## src/psh_pkg.sv

```systemverilog
// Shared types and constants for the position symbol histogram.
package psh_pkg;

   localparam int MAX_POSITIONS_DEF = 64;
   localparam int MAX_LETTERS_DEF   = 32;
   localparam int COUNT_WIDTH_DEF   = 32;
   localparam int TOTAL_WIDTH       = 32;
   localparam int FRAC_WIDTH        = 17;
   localparam int FRAC_BITS         = 16;

   typedef enum logic [1:0] {
      KIND_COUNT = 2'd0,
      KIND_FREQ  = 2'd1,
      KIND_PROB  = 2'd2,
      KIND_VERIFY = 2'd3
   } kind_type;

   localparam logic CSR_POSITIONS = 1'b0;
   localparam logic CSR_LETTERS   = 1'b1;

   typedef enum logic [3:0] {
      ST_CLEAR,
      ST_IDLE,
      ST_READ,
      ST_UPDATE,
      ST_DIV,
      ST_VREAD,
      ST_VACC,
      ST_VCOL,
      ST_RESP
   } state_type;

   // Controller to datapath commands.
   typedef struct packed {
      logic load_item;   // capture request fields
      logic clear_wr;    // write zero at clear address
      logic clear_step;  // advance clear address
      logic rd_item;     // read counter at item address
      logic wr_incr;     // write incremented counter
      logic div_start;   // begin division
      logic div_step;    // one division step
      logic v_start;     // reset verify walk
      logic v_rd;        // read counter at walk address
      logic v_acc;       // accumulate read data
      logic v_col;       // close one column
      logic set_result;  // form the result for the item kind
      logic rsp_load;    // load output register
   } cmd_type;

   // Datapath to controller status.
   typedef struct packed {
      logic clear_done;
      logic range_bad;
      logic div_done;
      logic v_last_row;
      logic v_last_col;
      logic v_fail;
      logic total_zero;
   } status_type;

endpackage

```

## src/psh_ctrl.sv

```systemverilog
// Sequencer that clears the table after reset and steps each item through count, read, divide and verify.
module psh_ctrl
   import psh_pkg::*;
(
   input  logic       clock,
   input  logic       reset,
   input  logic       req_fire,
   input  logic [1:0] req_kind,
   input  logic       rsp_busy,
   input  status_type status,
   output logic       req_ready,
   output cmd_type    cmd
);
   state_type state_ff, state_in;
   kind_type  kind_ff, kind_in;

   always_ff @(posedge clock) begin
      if (reset) begin
         state_ff <= ST_CLEAR;
         kind_ff  <= KIND_COUNT;
      end else begin
         state_ff <= state_in;
         kind_ff  <= kind_in;
      end
   end

   always_comb begin
      state_in = state_ff;
      kind_in  = kind_ff;
      unique case (state_ff)
         ST_CLEAR: if (status.clear_done) state_in = ST_IDLE;
         ST_IDLE: begin
            if (req_fire) begin
               kind_in = kind_type'(req_kind);
               state_in = (kind_type'(req_kind) == KIND_VERIFY) ? ST_VREAD : ST_READ;
            end
         end
         ST_READ: begin
            if (status.range_bad) state_in = ST_RESP;
            else if (kind_ff == KIND_COUNT) state_in = ST_UPDATE;
            else if (kind_ff == KIND_PROB && !status.total_zero) state_in = ST_DIV;
            else state_in = ST_RESP;
         end
         ST_UPDATE: state_in = ST_RESP;
         ST_DIV: if (status.div_done) state_in = ST_RESP;
         ST_VREAD: state_in = ST_VACC;
         ST_VACC: state_in = status.v_last_row ? ST_VCOL : ST_VREAD;
         ST_VCOL: begin
            if (status.v_fail || status.v_last_col) state_in = ST_RESP;
            else state_in = ST_VREAD;
         end
         ST_RESP: if (!rsp_busy) state_in = ST_IDLE;
         default: state_in = ST_IDLE;
      endcase
   end

   always_comb begin
      cmd = '0;
      req_ready = 1'b0;
      unique case (state_ff)
         ST_CLEAR: begin
            cmd.clear_wr = 1'b1;
            cmd.clear_step = 1'b1;
         end
         ST_IDLE: begin
            req_ready = 1'b1;
            cmd.load_item = 1'b1;
            cmd.rd_item = 1'b1;
            cmd.v_start = 1'b1;
         end
         ST_READ: begin
            cmd.rd_item = 1'b1;
            cmd.div_start = 1'b1;
            cmd.set_result = 1'b1;
         end
         ST_UPDATE: cmd.wr_incr = 1'b1;
         ST_DIV: cmd.div_step = 1'b1;
         ST_VREAD: cmd.v_rd = 1'b1;
         ST_VACC: cmd.v_acc = 1'b1;
         ST_VCOL: cmd.v_col = 1'b1;
         ST_RESP: cmd.rsp_load = !rsp_busy;
         default: cmd = '0;
      endcase
   end
endmodule

```

## config.mk

```make
export PLATFORM = sky130hd
export DESIGN_NAME = psh_ctrl
export DESIGN_NICKNAME = d
export VERILOG_FILES = /design/src/psh_pkg.sv /design/src/psh_ctrl.sv
export SDC_FILE = /design/constraint.sdc
export NUM_CORES = 1
export LEC_CHECK = 0
export ABC_AREA = 1
export BUFFER_PORTS_ARGS = -buffer_cell sky130_fd_sc_hd__buf_2
export CORE_AREA = 4 4 41 43
export DETAILED_ROUTE_END_ITERATION = 16
export DIE_AREA = 0 0 45 47
export HOLD_SLACK_MARGIN = 0.12
export PLACE_DENSITY = 0.72
export SKIP_CTS_REPAIR_TIMING = 1
export SLEW_MARGIN = 15
export SYNTH_ARGS = -nofsm -noshare
export SYNTH_HDL_FRONTEND = slang
export SYNTH_SLANG_ARGS = --single-unit
```

## constraint.sdc

```tcl
create_clock -name clock -period 1.8 [get_ports clock]
set_input_delay 0.27 -clock clock [delete_from_list [all_inputs] [get_ports clock]]
set_output_delay 0.27 -clock clock [all_outputs]
set_load 0.005 [all_outputs]
```

---- Yosys cells after proc, flatten, opt, wreduce, memory -nomap -nowiden ----
Cells that the tools add are included.
storage, ports and cells
  bits of input ports ..................... 13
  register bits ........................... 6
  word-level logic and storage cells ...... 46
  output and inout port bits .............. 14
cells by class
  multiplexer cells ....................... 21
  eq/ne operators ......................... 14
  reduce and logical (&&, ||, !) cells .... 9
operators with widths
  cell                                                             count
  4-bit one-hot mux with 9 select lines                            1
  4-bit 2-to-1 mux                                                 8
  4-bit by 3-bit == test with 1-bit output, second input constant  4
  1-bit 2-to-1 mux                                                 9
  4-bit by 2-bit == test with 1-bit output, second input constant  2
  2-bit inequality test, second input constant                     4
  2-bit == test, second input constant                             2
  4-bit by 1-bit == test with 1-bit output, second input constant  1
  4-bit == test, second input constant                             1
  4-bit logical NOT                                                1
  2-bit 2-to-1 mux                                                 2
  4-bit AND reduction                                              1
  3-bit 2-to-1 mux                                                 1
  1-bit logical NOT                                                2
  2-bit logical NOT                                                1
  2-bit AND reduction                                              1
  2-bit OR reduction                                               1
  1-bit logical AND                                                1
  1-bit logical OR                                                 1

---- Longest topological paths before layout ----
Gate-level depths: netlist of run 1.
  depth in word-level cells ............... 6
  gate-level depth with buffers ........... 9
  mapped depth without buffers ............ 9

---- Worst setup path before layout of run 1 ----
No wires, ideal clock.
  path kind ............................... flip-flop to output port
  start ................................... register state_ff[0]
  end ..................................... output port cmd[12] in the netlist's numbering
  path slack .............................. 658 ps
  stages on the path, launching flop included .. 6
  buffers on the path ..................... 1
  required time ........................... 1530 ps
  arrival time ............................ 872 ps
  path through ............................ dfxtp_1 -> inv_2 -> nor2_2 -> nand2_2 -> inv_1 -> buf_4
between the ends
  word-level cells in the longest chain between the ends .. 2
RTL lines
  element                                   line            text
  from (decl)                               psh_ctrl.sv:14  state_type state_ff, state_in;
  from (signal assigned)                    psh_ctrl.sv:22  state_ff <= state_in;
  4-bit by 1-bit == test with 1-bit output  n/a
  1-bit 2-to-1 mux                          n/a
  to (decl)                                 psh_ctrl.sv:12  output cmd_type cmd
No other way between the ends.

---- Worst setup path after layout of run 1 ----
  start ................................... register state_ff[0]
  end ..................................... output port req_ready
between the ends
  word-level cells in the longest chain between the ends .. 2
RTL lines
  element                                   line            text
  4-bit by 1-bit == test with 1-bit output  psh_ctrl.sv:60  unique case (state_ff)
  1-bit 2-to-1 mux                          psh_ctrl.sv:60
  to (decl)                                 psh_ctrl.sv:11  output logic req_ready,
No other way between the ends.

==> run metrics, run 1 <==
antenna violations before repair=0; fraction of layout instances using a drive strength above 1=38.8%; max_cap viols=0; Fin Hold WS=0.252 ns; standard cell with the maximum stage delay on the critical path=sky130_fd_sc_hd__dfxtp_1; maximum vdd drop=0.000757 V; half-perimeter wire length after placement=roughly 1.1 mm; series of cell instances along the critical path=inv_2, nor2_2, nand2_2, inv_1, buf_2; Mapped Nets=104; mean post-synth cell area=5.79 µm²; weighted congestion at the end of routability-driven global placement=0.799; number of slew-limit violations in the final report=0; net switching power of the design=roughly 0.37 mW; DRC Markers=0; TritonCTS clock tree=built; maximum fanout encountered on the critical timing path=6; arrival time at the worst endpoint=around 1.2 ns; final number of hold-violating endpoints=0; Total Power Consumption=0.795 mW; setup repair after global routing missed its margin=no; number of buffers on the longest clock path=2; clock root buffer=sky130_fd_sc_hd__clkbuf_4; class of the most critical setup path=register to output port; #FFs+latches synth=6; kind of path behind the tightest hold check=input pin to register; Unique masters post-synth=16; port bufs=26; number of nets at the end of the flow=131; mapped cell area=527 µm²; number of setup violations in the final report=0; Placement Rows=13; area of the core=0.00130 mm²; status=finished clean; Least-Margin Pin Slew=roughly 0.24 ns; filler cell count=around 150; Warnings, synthesis=0; time the worst path needs with I/O delays and setup=~1.5 ns; portion of total power attributed to the clock network=14.9%; total wire length=approximately 1.3 mm; starting density of the core=40.5%; worst slack after detailed placement=0.568 ns; number of global-route vias before repair=roughly 540; y dimension of the die=approximately 47 µm; via density per instance=4.69; commonest cells after routing, fill and taps aside=sky130_fd_sc_hd__buf_2, sky130_fd_sc_hd__nand2_1, sky130_fd_sc_hd__nor2_1; Lkg Pwr=0.394 nW; CTS Buf Count=3; final core area utilization=51.3%; Worst slew margin=83.5%; Flop pwr share=24.3%; Pint=0.429 mW; IO Pins=27; leading cell type in the layout, fill and taps excluded=sky130_fd_sc_hd__buf_2; sequential fraction of the synthesis area=between 20% and 30%; gate count of the mapped netlist=91; final setup TNS=0 ns; fmax=688 MHz; category of the worst setup path launch point=register; overflow left after global routing=0; chip width=~45 µm; count of clock tree sinks=6; Sw Share=46.1%; global-route wire length before repair=2.08 mm; share of total power in combinational logic=60.8%; least setup slack across all paths after layout=0.347 ns; pwr dens=about 1200 mW/mm²; detail-routed net length per standard cell=10.1 µm; ANT cells=0; Die ar.=around 0.0021 mm²; CTS clock-pin slew for the worst setup and hold paths=0.04 ns; all-layer global routing usage=13.2%; Critical Path Sink Type=output port; final antenna-violating net count=0; DR pass1 iterations=4; Clock Skews=~0.00012 ns; level count of the clock H-tree=1; data required time of the critical path=1.53 ns; initial detailed-routing violation count=10; Top Family by Delay on Critical Path=flip-flops; WP buf/inv=3; pin count of the biggest net entering global routing=7; worst-skew pair later-pin latency=around 0.23 ns; total via count after detailed routing=615; biggest cell delay along the critical path=0.37 ns; area overhead of the layout relative to synthesis=26.8%; fraction of the cycle the final worst path needs=80.7%
-- worst paths after layout --
kind	startpoint	to	slack, ns	cells after the start
max	state_ff[0]$_SDFFE_PP0P_	req_ready	0.35	5
min	reset	state_ff[1]$_SDFFE_PP0P_	0.25	2
max reg2reg	state_ff[0]$_SDFFE_PP0P_	kind_ff[1]$_SDFFE_PP0P_	0.58	7
min reg2reg	kind_ff[0]$_SDFFE_PP0P_	kind_ff[0]$_SDFFE_PP0P_	0.47	2
-- layer usage --
| layer | wire (µm) | GRT usage [%] | up-vias |
|---|---|---|---|
| li1 | - | - | 330 |
| met1 | 566 | 16.4 | 268 |
| met2 | 676 | 23.2 | 17 |
| met3 | 74 | 1.53 | 0 |
| met4 | 0 | 5.26 | 0 |
| met5 | 0 | 0 | - |
-- final cells by class --
type / count / area, µm² / area share [%]
flip-flops and latches: 6 / 120 / 18.0
inverters: 14 / 52.6 / 7.87
multi-input cells: 67 / 324 / 48.5
well taps: 15 / 18.8 / 2.81
clock buffers: 3 / 22.5 / 3.37
repair buffers: 26 / 130 / 19.5
-- cell families (layout without fill, tap and decap cells) --
| group | count (synthesis) | after routing | synth area share, % |
|---|---|---|---|
| buffers and inverters | 18 | 43 | 15.7 |
| AND/OR/NAND/NOR | 57 | 57 | 51.3 |
| flip-flops | 6 | 6 | 22.8 |
| AO/OA/AOI/OAI | 10 | 10 | 10.2 |
-- synth_stat cells --
library cell,number,area share (%)
sky130_fd_sc_hd__o21ai_2,1,1.7
sky130_fd_sc_hd__dfxtp_1,6,23
sky130_fd_sc_hd__buf_4,4,5.7
sky130_fd_sc_hd__o21ai_0,3,2.8
sky130_fd_sc_hd__inv_1,10,7.1
sky130_fd_sc_hd__nor2_2,3,3.6
sky130_fd_sc_hd__nand4_1,1,1.2
sky130_fd_sc_hd__nand2_2,5,5.9
sky130_fd_sc_hd__nand2_4,2,4.3
sky130_fd_sc_hd__nor2_4,1,2.1
sky130_fd_sc_hd__nand2_1,19,14
sky130_fd_sc_hd__nor2_1,18,13
sky130_fd_sc_hd__nand3_1,7,6.7
sky130_fd_sc_hd__a21oi_1,6,5.7
sky130_fd_sc_hd__inv_2,4,2.8
sky130_fd_sc_hd__nor4_1,1,1.2
-- registers in the layout, indices dropped and copies added, names as in the netlist --
signal / count
kind_ff: 2
state_ff: 4
-- through the flow --
step / cells / area, µm²
floorplan: 91 / 527
global placement: 128 / 646
detailed placement: 128 / 646
CTS: 131 / 668
global route: 131 / 668
finish: 131 / 668
-- worst register-to-register path: stages (launching register included) --
cell and delay, ns:
sky130_fd_sc_hd__dfxtp_1 0.37, sky130_fd_sc_hd__inv_2 0.09, sky130_fd_sc_hd__nor2_2 0.12, sky130_fd_sc_hd__nand2_2 0.10
sky130_fd_sc_hd__inv_1 0.14, sky130_fd_sc_hd__nand2_1 0.10, sky130_fd_sc_hd__o21ai_0 0.14, sky130_fd_sc_hd__a21oi_1 0.06
-- power groups by stage --
stage | logic [mW] | registers (mW) | clock network [mW]
after floorplan | 0.387 | 0.191 | 0
after global placement | 0.485 | 0.196 | 0
after detailed placement | 0.487 | 0.196 | 0
after CTS | 0.488 | 0.193 | 0.121
after global routing | 0.550 | 0.199 | 0.127
final | 0.483 | 0.194 | 0.119
(Power assumes the default switching activity.)
==> inputs of run 2 (changes only) <==
Settings changed: ABC_AREA 1 to 0, CORE_AREA 4 4 41 43 to default, CORE_MARGIN from default to 4, CORE_UTILIZATION from default to 39, DIE_AREA 0 0 45 47 to default, PLACE_DENSITY 0.72 to 0.74.
Clock period 1.8 ns to 1.2 ns, I/O delays scaled along.
==> run 2 against run 1 <==
Compared with the run above: the run now ends with negative setup slack left; final cell count shrank 0.76%; largest cell class unchanged; non-clock buffer count increased by 23; flip-flop and latch count unchanged; clock skew rose by 0.0066 ns; combinational power decreased by 59%; critical endpoint is now state_ff[0]$_SDFFE_PP0P_; power down 24%; synthesized area is 2.1% higher; synthesized cell count decreased by 22%; critical path depth decreased by 2.
==> run metrics, run 2 <==
standard cell with the maximum stage delay on the critical path=sky130_fd_sc_hd__or4b_4; fraction of layout instances using a drive strength above 1=67.0% (+28 points); placement-stage cell area=754 µm² (+17%); chip width=45.1 µm (+0.31%); dominant cell type by area after synthesis=sky130_fd_sc_hd__dfxtp_1; all-layer global routing usage=17.5% (+4.3 points); #FFs+latches synth=6 (unchanged); number of nets at the end of the flow=130 (-0.76%); DRC Markers=0 (unchanged); biggest cell delay along the critical path=0.53 ns (+0.16 ns); mapped cell area=538 µm² (+2.1%); CTS Buf Count=3 (unchanged); class of the most critical setup path=register to register; Critical Path Sink Type=register; maximum vdd drop=0.000676 V (-11%); number of flops mapped to enable cells by yosys=0 (unchanged); clock root buffer=sky130_fd_sc_hd__clkbuf_4; Placement Rows=13 (unchanged); initial detailed-routing violation count=17 (+7); WP buf/inv=0 (-3); Lkg Pwr=0.468 nW (+19%); pwr dens=579 mW/mm² (-51%); worst-skew pair later-pin latency=0.25 ns (+0.02 ns); final antenna-violating net count=0 (unchanged); DP Cell Count=119 (-7.0%); Worst slew margin=76.7% (-6.9 points); antenna violations before repair=0 (unchanged); final core area utilization=79.8% (+28 points); ANT cells=0 (unchanged); Least-Margin Pin Slew=0.350 ns (+0.106 ns); total wire length=2.15 mm (+63%); fraction of registers with async set/reset=0% (unchanged); port bufs=26 (unchanged); area overhead of the layout relative to synthesis=93.0%; Warnings, synthesis=0 (unchanged); post-route cell area=0.00104 mm² (+55%); half-perimeter wire length after placement=1.28 mm (+12%); total via count after detailed routing=743 (+21%); final std cells w/o fill=130 (-0.76%); level count of the clock H-tree=1 (unchanged); final number of hold-violating endpoints=0 (unchanged); violated checks=negative setup slack; hold worst-path end=kind_ff[0]$_SDFFE_PP0P_; area of the core=0.00130 mm² (unchanged); count of clock tree sinks=6 (unchanged); leading cell type in the layout, fill and taps excluded=sky130_fd_sc_hd__buf_2; Die ar.=0.00204 mm² (-3.7%); number of buffers on the longest clock path=2 (unchanged); hold path cells=2 (unchanged); capture instance of the worst register-to-register path=state_ff[0]$_SDFFE_PP0P_; arrival time at the worst endpoint=1.77 ns (+0.59 ns); main area contributors after synthesis=sky130_fd_sc_hd__dfxtp_1, sky130_fd_sc_hd__nand2b_1, sky130_fd_sc_hd__buf_4; Largest register FFs=4 (unchanged); maximum fanout encountered on the critical timing path=5 (-1); time the worst path needs with I/O delays and setup=1.62 ns; top register by number of flip-flops=state_ff; least setup slack across all paths after layout=-0.425 ns (-0.771 ns); number of setup violations in the final report=20 (+20); sequential fraction of the synthesis area=22.3% (-0.48 points); Unique masters post-synth=35 (+19); share of the synthesized area in the top cell type=22.3% (-0.48 points); weighted congestion at the end of routability-driven global placement=0.875 (+9.5%); fmax=between 600 and 700 MHz; pin count of the biggest net entering global routing=12 (+5); worst slack after detailed placement=-0.391 ns (-0.959 ns); y dimension of the die=45.1 µm (-4.0%); max_cap viols=0 (unchanged); number of global-route vias before repair=669 (+25%); Top Family by Delay on Critical Path=simple AND/OR/NAND/NOR gates; Fin Hold WS=0.181 ns (-0.0715 ns); gate count of the mapped netlist=71 (-22%); Total Power Consumption=0.601 mW (-24%); kind of path behind the tightest hold check=input pin to register; status=finished, violations left; series of cell instances along the critical path=or4b_4, or4_4, a311oi_2; overflow left after global routing=0 (unchanged); hold path startpoint=reset; IO Pins=27 (unchanged); reg2reg path depth=3 (-4); mean post-synth cell area=7.58 µm² (+31%); setup repair after global routing missed its margin=yes; final setup TNS=-6.28 ns (-6.28 ns); number of slew-limit violations in the final report=0 (unchanged); most common flop cell mapped by yosys=sky130_fd_sc_hd__dfxtp_1; CTS clock-pin slew for the worst setup and hold paths=0.04 ns (about the same); via density per instance=5.72 (+22%); TritonCTS clock tree=built; Mapped Nets=84 (-19%); starting density of the core=41.3% (+0.87 points); worst setup slack for register-to-register paths=-0.42 ns (-1.00 ns); Clock Skews=0.00671 ns (+0.00659 ns); R2R Path Start=state_ff[0]$_SDFFE_PP0P_; data required time of the critical path=1.34 ns (-0.19 ns); category of the worst setup path launch point=register; detail-routed net length per standard cell=16.5 µm (+65%); leading registers by flop count=state_ff (4), kind_ff (2); commonest cells after routing, fill and taps aside=sky130_fd_sc_hd__buf_2, sky130_fd_sc_hd__buf_6, sky130_fd_sc_hd__buf_4; top cells by count, synth=sky130_fd_sc_hd__dfxtp_1, sky130_fd_sc_hd__inv_1, sky130_fd_sc_hd__nand2b_1; fraction of the cycle the final worst path needs=135%; DR pass1 iterations=4 (unchanged); global-route wire length before repair=2.67 mm (+28%)
-- run 2: per-layer routing --
metal | vias to the layer above | wire length [µm] | GRT usage [%]
li1 | 351 | - | -
met1 | 358 | 793 | 20.3
met2 | 30 | 1200 | 31.9
met3 | 4 | 107 | 3.59
met4 | 0 | 49 | 4.68
met5 | - | 0 | 0
-- run 2: final cells by class --
class	instances	area, µm²
clock buffers	3	22.5
fillers	98	263
inverters	6	25.0
multi-input cells	51	465
flip-flops and latches	6	128
well taps	15	18.8
repair buffers	49	379
-- run 2: how the worst max path moves through the flow --
stage / from / end / cells past startpoint
finish: state_ff[0]$_SDFFE_PP0P_ / state_ff[0]$_SDFFE_PP0P_ / 3
global route: state_ff[3]$_SDFFE_PP0P_ / req_ready / 4
CTS: state_ff[2]$_SDFFE_PP0P_ / cmd[9] / 4
detailed placement: state_ff[0]$_SDFFE_PP0P_ / state_ff[0]$_SDFFE_PP0P_ / 3
global placement: state_ff[0]$_SDFFE_PP0P_ / state_ff[0]$_SDFFE_PP0P_ / 3
floorplan: state_ff[0]$_SDFFE_PP0P_ / state_ff[0]$_SDFFE_PP0P_ / 3
-- run 2: worst register-to-register path: stages, from the launching register on --
cell                       delay (ns)
sky130_fd_sc_hd__dfxtp_2         0.34
sky130_fd_sc_hd__or4b_4          0.53
sky130_fd_sc_hd__or4_4           0.44
sky130_fd_sc_hd__a311oi_2        0.22
-- run 2: logic make-up after synthesis --
kind of cell / share of synthesized area [%]
simple gates: 41.6
compound gates: 23.3
buf+inv: 12.8
flops: 22.3
-- run 2: power by group --
part           switching [mW]  total [mW]  internal [mW]
logic                  0.0915       0.200          0.109
registers             0.00784       0.214          0.206
clock network          0.0746       0.188          0.113
total                   0.174       0.601          0.427
